`config.mk`:
```
export PLATFORM = sky130hd
export DESIGN_NAME = wsd_ctrl
export DESIGN_NICKNAME = d
export VERILOG_FILES = /design/src/hdl/wsd_pkg.sv /design/src/hdl/wsd_ctrl.sv
export SDC_FILE = /design/constraint.sdc
export NUM_CORES = 1
export LEC_CHECK = 0
export ABC_AREA = 1
export BUFFER_PORTS_ARGS = -buffer_cell sky130_fd_sc_hd__buf_4
export CORE_UTILIZATION = 57
export DETAILED_ROUTE_END_ITERATION = 8
export PLACE_DENSITY = 0.79
export SYNTH_ARGS = -nofsm -noshare
export SYNTH_HDL_FRONTEND = slang
export SYNTH_SLANG_ARGS = --single-unit
```
`constraint.sdc`:
```
create_clock -name clk_i -period 2 [get_ports clk_i]
set_clock_uncertainty 0.2 [all_clocks]
set_input_delay 0.3 -clock clk_i [delete_from_list [all_inputs] [get_ports clk_i]]
set_output_delay 0.3 -clock clk_i [all_outputs]
set_load 0.02 [all_outputs]
```
`src/hdl/wsd_pkg.sv`:
```
package wsd_pkg;

  // Operation codes carried by action
  typedef enum logic [1:0] {
    ACT_PUSH  = 2'd0,
    ACT_POP   = 2'd1,
    ACT_STEAL = 2'd2,
    ACT_NOP   = 2'd3
  } action_e;

  localparam int unsigned ActionW = 2;
  localparam int unsigned TaskW   = 64;

  // Per-transaction decisions from the pointer control to the rest of the block
  typedef struct packed {
    logic wr_en;     // store the incoming handle
    logic rd_en;     // fetch a handle from the store
    logic found;     // pop or steal hit a non-empty deque
    logic overflow;  // push dropped, deque full
  } wsd_op_t;

endpackage

```
`src/hdl/wsd_ctrl.sv`:
```
module wsd_ctrl #(
  parameter int unsigned DEPTH = 64,
  localparam int unsigned SlotW = $clog2(DEPTH),
  localparam int unsigned CntW  = $clog2(DEPTH + 1)
) (
  input  logic                         clk_i,
  input  logic                         rst_ni,
  input  logic                         accept_i,
  input  logic [wsd_pkg::ActionW-1:0]  action_i,
  output wsd_pkg::wsd_op_t             op_o,
  output logic [SlotW-1:0]             slot_o,
  output logic [CntW-1:0]              count_o
);
  import wsd_pkg::*;

  localparam logic [SlotW-1:0] SlotLast = SlotW'(DEPTH - 1);
  localparam logic [CntW-1:0]  CntFull  = CntW'(DEPTH);

  logic [SlotW-1:0] head_q, head_d;
  logic [SlotW-1:0] tail_q, tail_d;
  logic [CntW-1:0]  count_q, count_d;
  logic [SlotW-1:0] head_inc, tail_inc, tail_dec;
  logic             empty, full;
  action_e          act;

  assign act      = action_e'(action_i);
  assign empty    = (count_q == '0);
  assign full     = (count_q == CntFull);
  assign head_inc = (head_q == SlotLast) ? '0 : head_q + SlotW'(1);
  assign tail_inc = (tail_q == SlotLast) ? '0 : tail_q + SlotW'(1);
  assign tail_dec = (tail_q == '0) ? SlotLast : tail_q - SlotW'(1);

  always_comb begin
    op_o    = '0;
    slot_o  = tail_q;
    head_d  = head_q;
    tail_d  = tail_q;
    count_d = count_q;
    if (accept_i) begin
      unique case (act)
        ACT_PUSH: begin
          if (full) begin
            op_o.overflow = 1'b1;
          end else begin
            op_o.wr_en = 1'b1;
            tail_d     = tail_inc;
            count_d    = count_q + CntW'(1);
          end
        end
        ACT_POP: begin
          slot_o = tail_dec;
          if (!empty) begin
            op_o.rd_en = 1'b1;
            op_o.found = 1'b1;
            tail_d     = tail_dec;
            count_d    = count_q - CntW'(1);
          end
        end
        ACT_STEAL: begin
          slot_o = head_q;
          if (!empty) begin
            op_o.rd_en = 1'b1;
            op_o.found = 1'b1;
            head_d     = head_inc;
            count_d    = count_q - CntW'(1);
          end
        end
        default: begin
          op_o = '0;
        end
      endcase
    end
  end

  always_ff @(posedge clk_i or negedge rst_ni) begin
    if (!rst_ni) begin
      head_q  <= '0;
      tail_q  <= '0;
      count_q <= '0;
    end else begin
      head_q  <= head_d;
      tail_q  <= tail_d;
      count_q <= count_d;
    end
  end

  // count only changes with an accepted transaction, so it tracks the result
  assign count_o = count_q;

endmodule

```
======== Word-level counts from Yosys, hierarchy flattened ========
Cells that the tools add are included.
W data, S select, Z words.
word-level totals
  word-level logic and storage cells ...... 44
  input bits .............................. 5
  output and inout port bits .............. 17
  register bits after elaboration ......... 19
operators by class
  reduce and logical (&&, ||, !) cells .... 9
  bitwise gates (word level) .............. 1
  eq/ne operators ......................... 8
  $add $sub $neg .......................... 5
  mux-type cells .......................... 18
operators with widths
  cell                   number
  $mux W6                6
  $pmux W6 S2            2
  $mux W7                2
  $pmux W7 S2            1
  $add A6 B1 Y6 const B  2
  $eq A6 B6 Y1 const B   2
  $reduce_and A4 Y1      2
  $add A7 B1 Y7 const B  1
  $eq A7 B7 Y1 const B   1
  $logic_not A7 Y1       1
  $sub A7 B1 Y7 const B  1
  $logic_not A6 Y1       1
  $ne A2 B2 Y1 const B   3
  $sub A6 B1 Y6 const B  1
  $mux W1                4
  $mux W2                2
  $mux W4                1
  $reduce_bool A2 Y1     2
  $reduce_and A3 Y1      1
  $eq A2 B1 Y1 const B   1
  $eq A2 B2 Y1 const B   1
  $logic_not A2 Y1       1
  $reduce_or A2 Y1       1
  $not A1 Y1             1

======== Longest topological paths before layout ========
Gate-level depths: netlist of the first run.
  depth in word-level cells ............... 4
  gate-level depth with buffers ........... 11
  gate-level depth less buffers ........... 11

======== Least setup slack after synthesis of the first run ========
No wires, ideal clock.
  path type ............................... input to output
  from .................................... input action_i[0] (netlist name)
  to ...................................... output op_o[2] (netlist name)
  arrival ................................. 1.590 ns
  buffers on the path ..................... 1
  data required time ...................... 1.500 ns
  stages on the path ...................... 5
  slack ................................... -0.090 ns
  cell sequence ........................... inv_1 > ha_1 > nand2_1 > nor2_1 > buf_4
RTL lines
  item         line            text
  from (decl)  wsd_ctrl.sv:9   input logic [wsd_pkg::ActionW-1:0] action_i,
  to (decl)    wsd_ctrl.sv:10  output wsd_pkg::wsd_op_t op_o,

======== Worst setup path after layout of the first run ========
  from .................................... register tail_q[1]
  to ...................................... output slot_o[4]
on the way
  longest elaborated chain between the ends .. 4
  elaborated cells on any way between the ends .. 5
  those cells by class .................... add/sub (1); mux (3); reduce/logical (1)
ends and longest elaborated chain
  item                                                      line            text
  from (decl)                                               wsd_ctrl.sv:20  logic [SlotW-1:0] tail_q, tail_d;
  from (signal assigned)                                    wsd_ctrl.sv:82  tail_q <= tail_d;
  $sub A6 B1 Y6 / $logic_not A6 Y1 (equally long branches)  wsd_ctrl.sv:31  assign tail_dec = (tail_q == '0) ? SlotLast : tail_q - SlotW'(1);
  $mux W6 *                                                 wsd_ctrl.sv:31
  $pmux W6 S2 *                                             wsd_ctrl.sv:40  unique case (act)
  $mux W6 *                                                 wsd_ctrl.sv:39  if (accept_i) begin
  to (decl)                                                 wsd_ctrl.sv:11  output logic [SlotW-1:0] slot_o,
Mark *: on every way between the ends. The rest lies on a longest branch, timed or not.

==> results of run 1 <==
[timing repair]
action | CTS | global route
hold buffers | 1 | 0
pin swaps | 7 | 4
setup buffers | 9 | 6
gates resized for setup | 19 | 9
endpoints found under the setup margin | 7 | 9
hold endpoints to repair | 19 | 0
[logic make-up after synthesis]
kind of cell    share of synthesized area [%]
fa+ha+maj                                10.4
flops                                    29.2
compound gates                           8.83
simple gates                             38.3
xor+xnor                                 4.84
buf+inv                                  8.44
[layer usage]
layer  share of wire (%)  global-route usage [%]  routed length [um]
met3                 4.8                    4.22                 217
met1                  46                    40.7                2090
met4                 2.7                    12.5                 121
met5                   0                       0                   0
met2                  46                    46.5                2100
[state kept, by name, indices dropped and copies added (netlist names)]
name and count:
head_q 6, tail_q 6, count_o 7
[final timing paths]
| path | startpoint | end | slack [ns] | cells past startpoint |
|---|---|---|---|---|
| max | tail_q[1] | slot_o[4] | -0.22 | 7 |
| min | rst_ni | tail_q[3] | 0.18 | 2 |
| max reg2reg | count_o[4] | count_o[5] | 0.17 | 10 |
| min reg2reg | head_q[1] | head_q[1] | 0.35 | 2 |
| max in group asynchronous | rst_ni | count_o[5] | 1.18 | 2 |
| min in group clk_i | accept_i | tail_q[5] | 0.26 | 6 |
[layout by cell type (no fill, tap or decap), types with 2 or more instances in the layout]
cell	n
ha_1	9
nor2_1	9
nand3_1	21
nand2_1	78
clkbuf_4	3
buf_6	3
buf_4	58
o21ai_0	3
nand2_2	6
o21ai_1	8
nor2_4	3
inv_2	2
a21oi_1	8
xnor2_1	6
nor3_1	2
ha_4	3
dfrtp_1	14
xor2_1	3
inv_1	24
nand4_1	7
nor2_2	7
a21oi_2	2
a22oi_2	2
nand3b_1	2
dfrtp_2	5
[area by class of cell]
type | count | area, sq um | area share [%]
inverters | 26 | 97.6 | 4.38
repair buffers | 62 | 479 | 21.5
multi-input cells | 187 | 1100 | 49.6
flip-flops and latches | 19 | 482 | 21.6
clock buffers | 4 | 26.3 | 1.18
well taps | 31 | 38.8 | 1.74
[where the power goes]
part | switching, uW | total [uW] | internal (uW)
clock network | 132 | 210 | 78.0
registers | 193 | 743 | 550
logic | 1160 | 2190 | 1020
[worst reg2reg max path, delay by kind of cell (launching register included)]
family,cells,cell delay [ns]
DFF,1,0.41
buffers and inverters,2,0.21
adders and majority gates,1,0.34
AOI/OAI and AO/OA,1,0.11
and+or+nand+nor,6,0.47
[per-stage QoR]
stage | hold slack [ns] | instance area (sq um)
detailed placement | -0.00883 | 1990
floorplan | -0.196 | 1640
global route | 0.211 | 2230
global placement | -0.0106 | 1990
finish | 0.180 | 2230
CTS | 0.189 | 2150
==> results_dict.tcl, run 1 <==
set metrics [dict create \
    gp_congestion 0.902 \
    ys_seq_area_share_pct 29.2 \
    ir_worst_vdd_mv 1.22 \
    die_x_um 55.5 \
    yosysTopAreaCellShare_pct 29.2 \
    ys_seq_elements 19 \
    fin_setup_tns_ns -0.898 \
    drive_gt1_share_pct 33.2 \
    grt_pass1_vias 1619 \
    synth_edf_count 0 \
    p_total_uw 3140 \
    fin_nets 317 \
    crit_slowest_cell "dfrtp_1" \
    ys_warn_count 0 \
    worstSetupEndpointType "output pin" \
    clock_path_buffers 2 \
    cp.required_ns 1.50 \
    wirelength_um 4520 \
    p_leak_uw 0.00119 \
    synth_common_cells "nand2_1 (81), inv_1 (26), nand3_1 (22)" \
    start_util_pct 59.6 \
    diodes 0 \
    portBuffers 21 \
    clock_latency_ns 0.32 \
    grt_use_total_pct 29.6 \
    drv_cap 0 \
    status "finished with violations" \
    cts-htree-levels 1 \
    arrival_ns 1.72 \
    syn-cell-area_sq_um 1630 \
    relSlewSlack_pct 82.3 \
    worstMarginPinSlew_ns 0.266 \
    max_stage_delay_ns 0.42 \
    drt_iter0_drc 85 \
    numCtsBuffers 3 \
    ant_nets 0 \
    dp.final_hpwl_um 3040 \
    violations "negative setup slack" \
    synth_nets 255 \
    holdCritPathClass "in2async" \
    slew_viol_final 0 \
    avgSynthCellArea_sq_um 6.88 \
    dr.pass1.iters 4 \
    critical_path_buf_inv_count 2 \
    dp_cells 309 \
    syn_to_final_growth_pct 36.7 \
    root_buffer "clkbuf_4" \
    synthArstFlopShare_pct 100 \
    synth_cell_types 26 \
    crit_family "simple AND/OR/NAND/NOR gates" \
    layout_min_cycle_time_ns 2.22 \
    clk_pin_slew_ns 0.12 \
    ys.flop_type "dfrtp_1" \
    p_per_area_nw_per_um2 1410 \
    routedWlPerCell_um 13.7 \
    crit_fanout 5 \
    drc 0 \
    yosysMostFrequentCell "nand2_1" \
    antenna_found_initial 0 \
    max_freq_ghz 0.451 \
    die-area_sq_um 3080 \
    worstSetupPathType "reg2out" \
    num_vias 1801 \
    grt_pass1_wl_um 7180 \
    cp_cell_sequence "inv_2 -> ha_4 -> nand4_1 -> nand3_1 -> nand2_2 -> a22oi_2 -> buf_4" \
    core_area_sq_um 2730 \
    finalNonFillerCells 329 \
    fin_ws_ns -0.217 \
    nFillCells 185 \
    pin_count 22 \
    hold_viol 0 \
    via_per_inst 5.47 \
    grt_start_max_net_pins 20 \
    grt.overflow.total 0 \
    startpoint_type "flop" \
    fin_util_pct 81.5 \
    cts_tree "built" \
    synth_largest_area_cell "dfrtp_1" \
    synth.area.top_cells "dfrtp_1 (29%), nand2_1 (19%), ha_1 (9.2%), nand3_1 (6.8%), inv_1 (6.0%)" \
    rsz0062_at_grt "yes" \
    cts.sinks 19 \
    finalSetupViolations 6 \
    rows 19 \
    finalCritPeriodShare_pct 111 \
    synth_cells 237 \
    die_h_um 55.5 \
    dp_slack_ns -0.144 \
]
Note: power is estimated with default switching activity, not from simulation.
==> run 2: changes to the inputs <==
--- a/config.mk
+++ b/config.mk
@@ -7,9 +7,9 @@
 export LEC_CHECK = 0
 export ABC_AREA = 1
 export BUFFER_PORTS_ARGS = -buffer_cell sky130_fd_sc_hd__buf_4
-export CORE_UTILIZATION = 57
+export CORE_UTILIZATION = 60
 export DETAILED_ROUTE_END_ITERATION = 8
-export PLACE_DENSITY = 0.79
+export PLACE_DENSITY = 0.83
 export SYNTH_ARGS = -nofsm -noshare
 export SYNTH_HDL_FRONTEND = slang
 export SYNTH_SLANG_ARGS = --single-unit
==> constraint.sdc (replaced) <==
create_clock -name clk_i -period 2.85 [get_ports clk_i]
set_clock_uncertainty 0.2 [all_clocks]
set_input_delay 0.4275 -clock clk_i [delete_from_list [all_inputs] [get_ports clk_i]]
set_output_delay 0.4275 -clock clk_i [all_outputs]
set_load 0.02 [all_outputs]
==> results_dict.tcl, run 2 (synthesis results as in run 1) <==
set metrics [dict create \
    die-area_sq_um 2930 \
    dp.final_hpwl_um 2720 \
    clock_path_buffers 2 \
    worstMarginPinSlew_ns 0.493 \
    portBuffers 21 \
    ant_nets 0 \
    wirelength_um 3560 \
    via_per_inst 5.39 \
    grt_pass1_vias 1302 \
    worstSetupPathType "reg2out" \
    pin_count 22 \
    numCtsBuffers 3 \
    p_leak_uw 0.000994 \
    cts.sinks 19 \
    grt.overflow.total 0 \
    root_buffer "clkbuf_4" \
    postCtsResizedCells 0 \
    cts-htree-levels 1 \
    start_util_pct 64.6 \
    slew_viol_final 0 \
    rows 18 \
    drv_cap 0 \
    final_cell_mix "nand2_1 (81), inv_1 (26), nand3_1 (22)" \
    cp-startpoint "tail_q[0]" \
    r2r_start "count_o[0]" \
    swShare_pct 50.6 \
    grt_pass1_wl_um 5850 \
    cp-endpoint "slot_o[4]" \
    rr_endpoint "count_o[5]" \
    core_area_sq_um 2520 \
    grt_use_total_pct 27.2 \
    drive_gt1_share_pct 14.3 \
    routedWlPerCell_um 12.4 \
    hold_viol 0 \
    reg2reg_depth 8 \
    num_vias 1551 \
    syn_to_final_growth_pct 11.8 \
    drt_iter0_drc 44 \
    grt_start_max_net_pins 20 \
    antenna_found_initial 0 \
    finalCritPeriodShare_pct 93.6 \
    fin_nets 277 \
    p_clk_share_pct 8.0 \
    p_switching_uw 904 \
    max_freq_ghz 0.375 \
    dr.pass1.iters 4 \
    arrival_ns 2.04 \
    rrSetupSlack_ns 0.94 \
    clock_latency_ns 0.30 \
    diodes 0 \
    fin_util_pct 72.3 \
    final_common_cell "nand2_1" \
    clk_pin_slew_ns 0.12 \
    finalSetupViolations 0 \
    die_x_um 54.1 \
    worstSetupEndpointType "output pin" \
    comb_power_share_pct 60.3 \
    fin_setup_tns_ns 0 \
    cts_tree "built" \
    largest_register_ffs 7 \
    status "complete, no violations" \
    ir_worst_vdd_mv 0.703 \
    cp.required_ns 2.22 \
    holdCritPathClass "in2async" \
    p_per_area_nw_per_um2 980 \
    gp_congestion 0.973 \
    startpoint_type "flop" \
    relSlewSlack_pct 67.1 \
    intPower_uw 882 \
    die_h_um 54.1 \
    pwr-share-seq_pct 31.7 \
    rsz0062_at_grt "no" \
    crit_fanout 8 \
    layout_min_cycle_time_ns 2.67 \
    drc 0 \
]
==> run 2: cell types whose count changed in the layout (fill, tap and decap cells not counted), sizes merged <==
cell and change:
buf -40, clkbuf -1, clkinv +1
==> run 2: layout make-up <==
type,instances,area [sq um]
inverters,26,97.6
repair buffers,22,168
clock inverters,1,5.00
well taps,30,37.5
clock buffers,3,22.5
multi-input cells,187,1020
flip-flops and latches,19,475
fillers,216,699
==> run 2: worst min path at each step <==
stage / cells after the start / slack, ns / end
after floorplan: 0 / -0.07 / count_o[0]
after global placement: 1 / 0.12 / count_o[3]
after detailed placement: 1 / 0.12 / count_o[0]
after CTS: 2 / 0.32 / count_o[0]
after global routing: 2 / 0.35 / count_o[0]
final: 2 / 0.32 / count_o[2]
==> run 2: routing by layer <==
layer / vias to the layer above / routed length, um / track usage (%)
met5: - / 0 / 0
met4: 0 / 22 / 5.56
met3: 2 / 177 / 2.54
met2: 49 / 1470 / 39.4
met1: 690 / 1890 / 42.8
li1: 810 / - / -
==> run 2: worst max-delay path, stage by stage, from the launching register on <==
cell and delay, ns:
dfrtp_1 0.45, inv_1 0.24, ha_1 0.20, nand4_1 0.23, nand3_1 0.13, nand2_1 0.07
a22oi_1 0.23, buf_4 0.19
==> run 2: through the flow <==
| step | hold WS (ns) | instance area (sq um) | worst slack, ns | total power, uW | instances |
|---|---|---|---|---|---|
| after floorplan | -0.0681 | 1630 | 0.505 | 1340 | 237 |
| after global placement | 0.115 | 1790 | 0.370 | 1610 | 283 |
| after detailed placement | 0.116 | 1790 | 0.338 | 1630 | 283 |
| after CTS | 0.324 | 1820 | 0.237 | 1770 | 288 |
| after global routing | 0.351 | 1820 | 0.0864 | 1970 | 288 |
| final | 0.317 | 1820 | 0.183 | 1790 | 288 |
==> run 2: power by group through the flow <==
stage | registers (uW) | logic, uW | clock network, uW
final | 566 | 1080 | 144
after global routing | 586 | 1230 | 153
after CTS | 560 | 1070 | 143
after detailed placement | 566 | 1060 | 0
after global placement | 564 | 1050 | 0
after floorplan | 562 | 780 | 0
==> run 2: what timing repair did <==
action	4_1_cts	5_1_grt
hold endpoints to repair	19	0
hold buffers	1	0
setup buffers	0	0
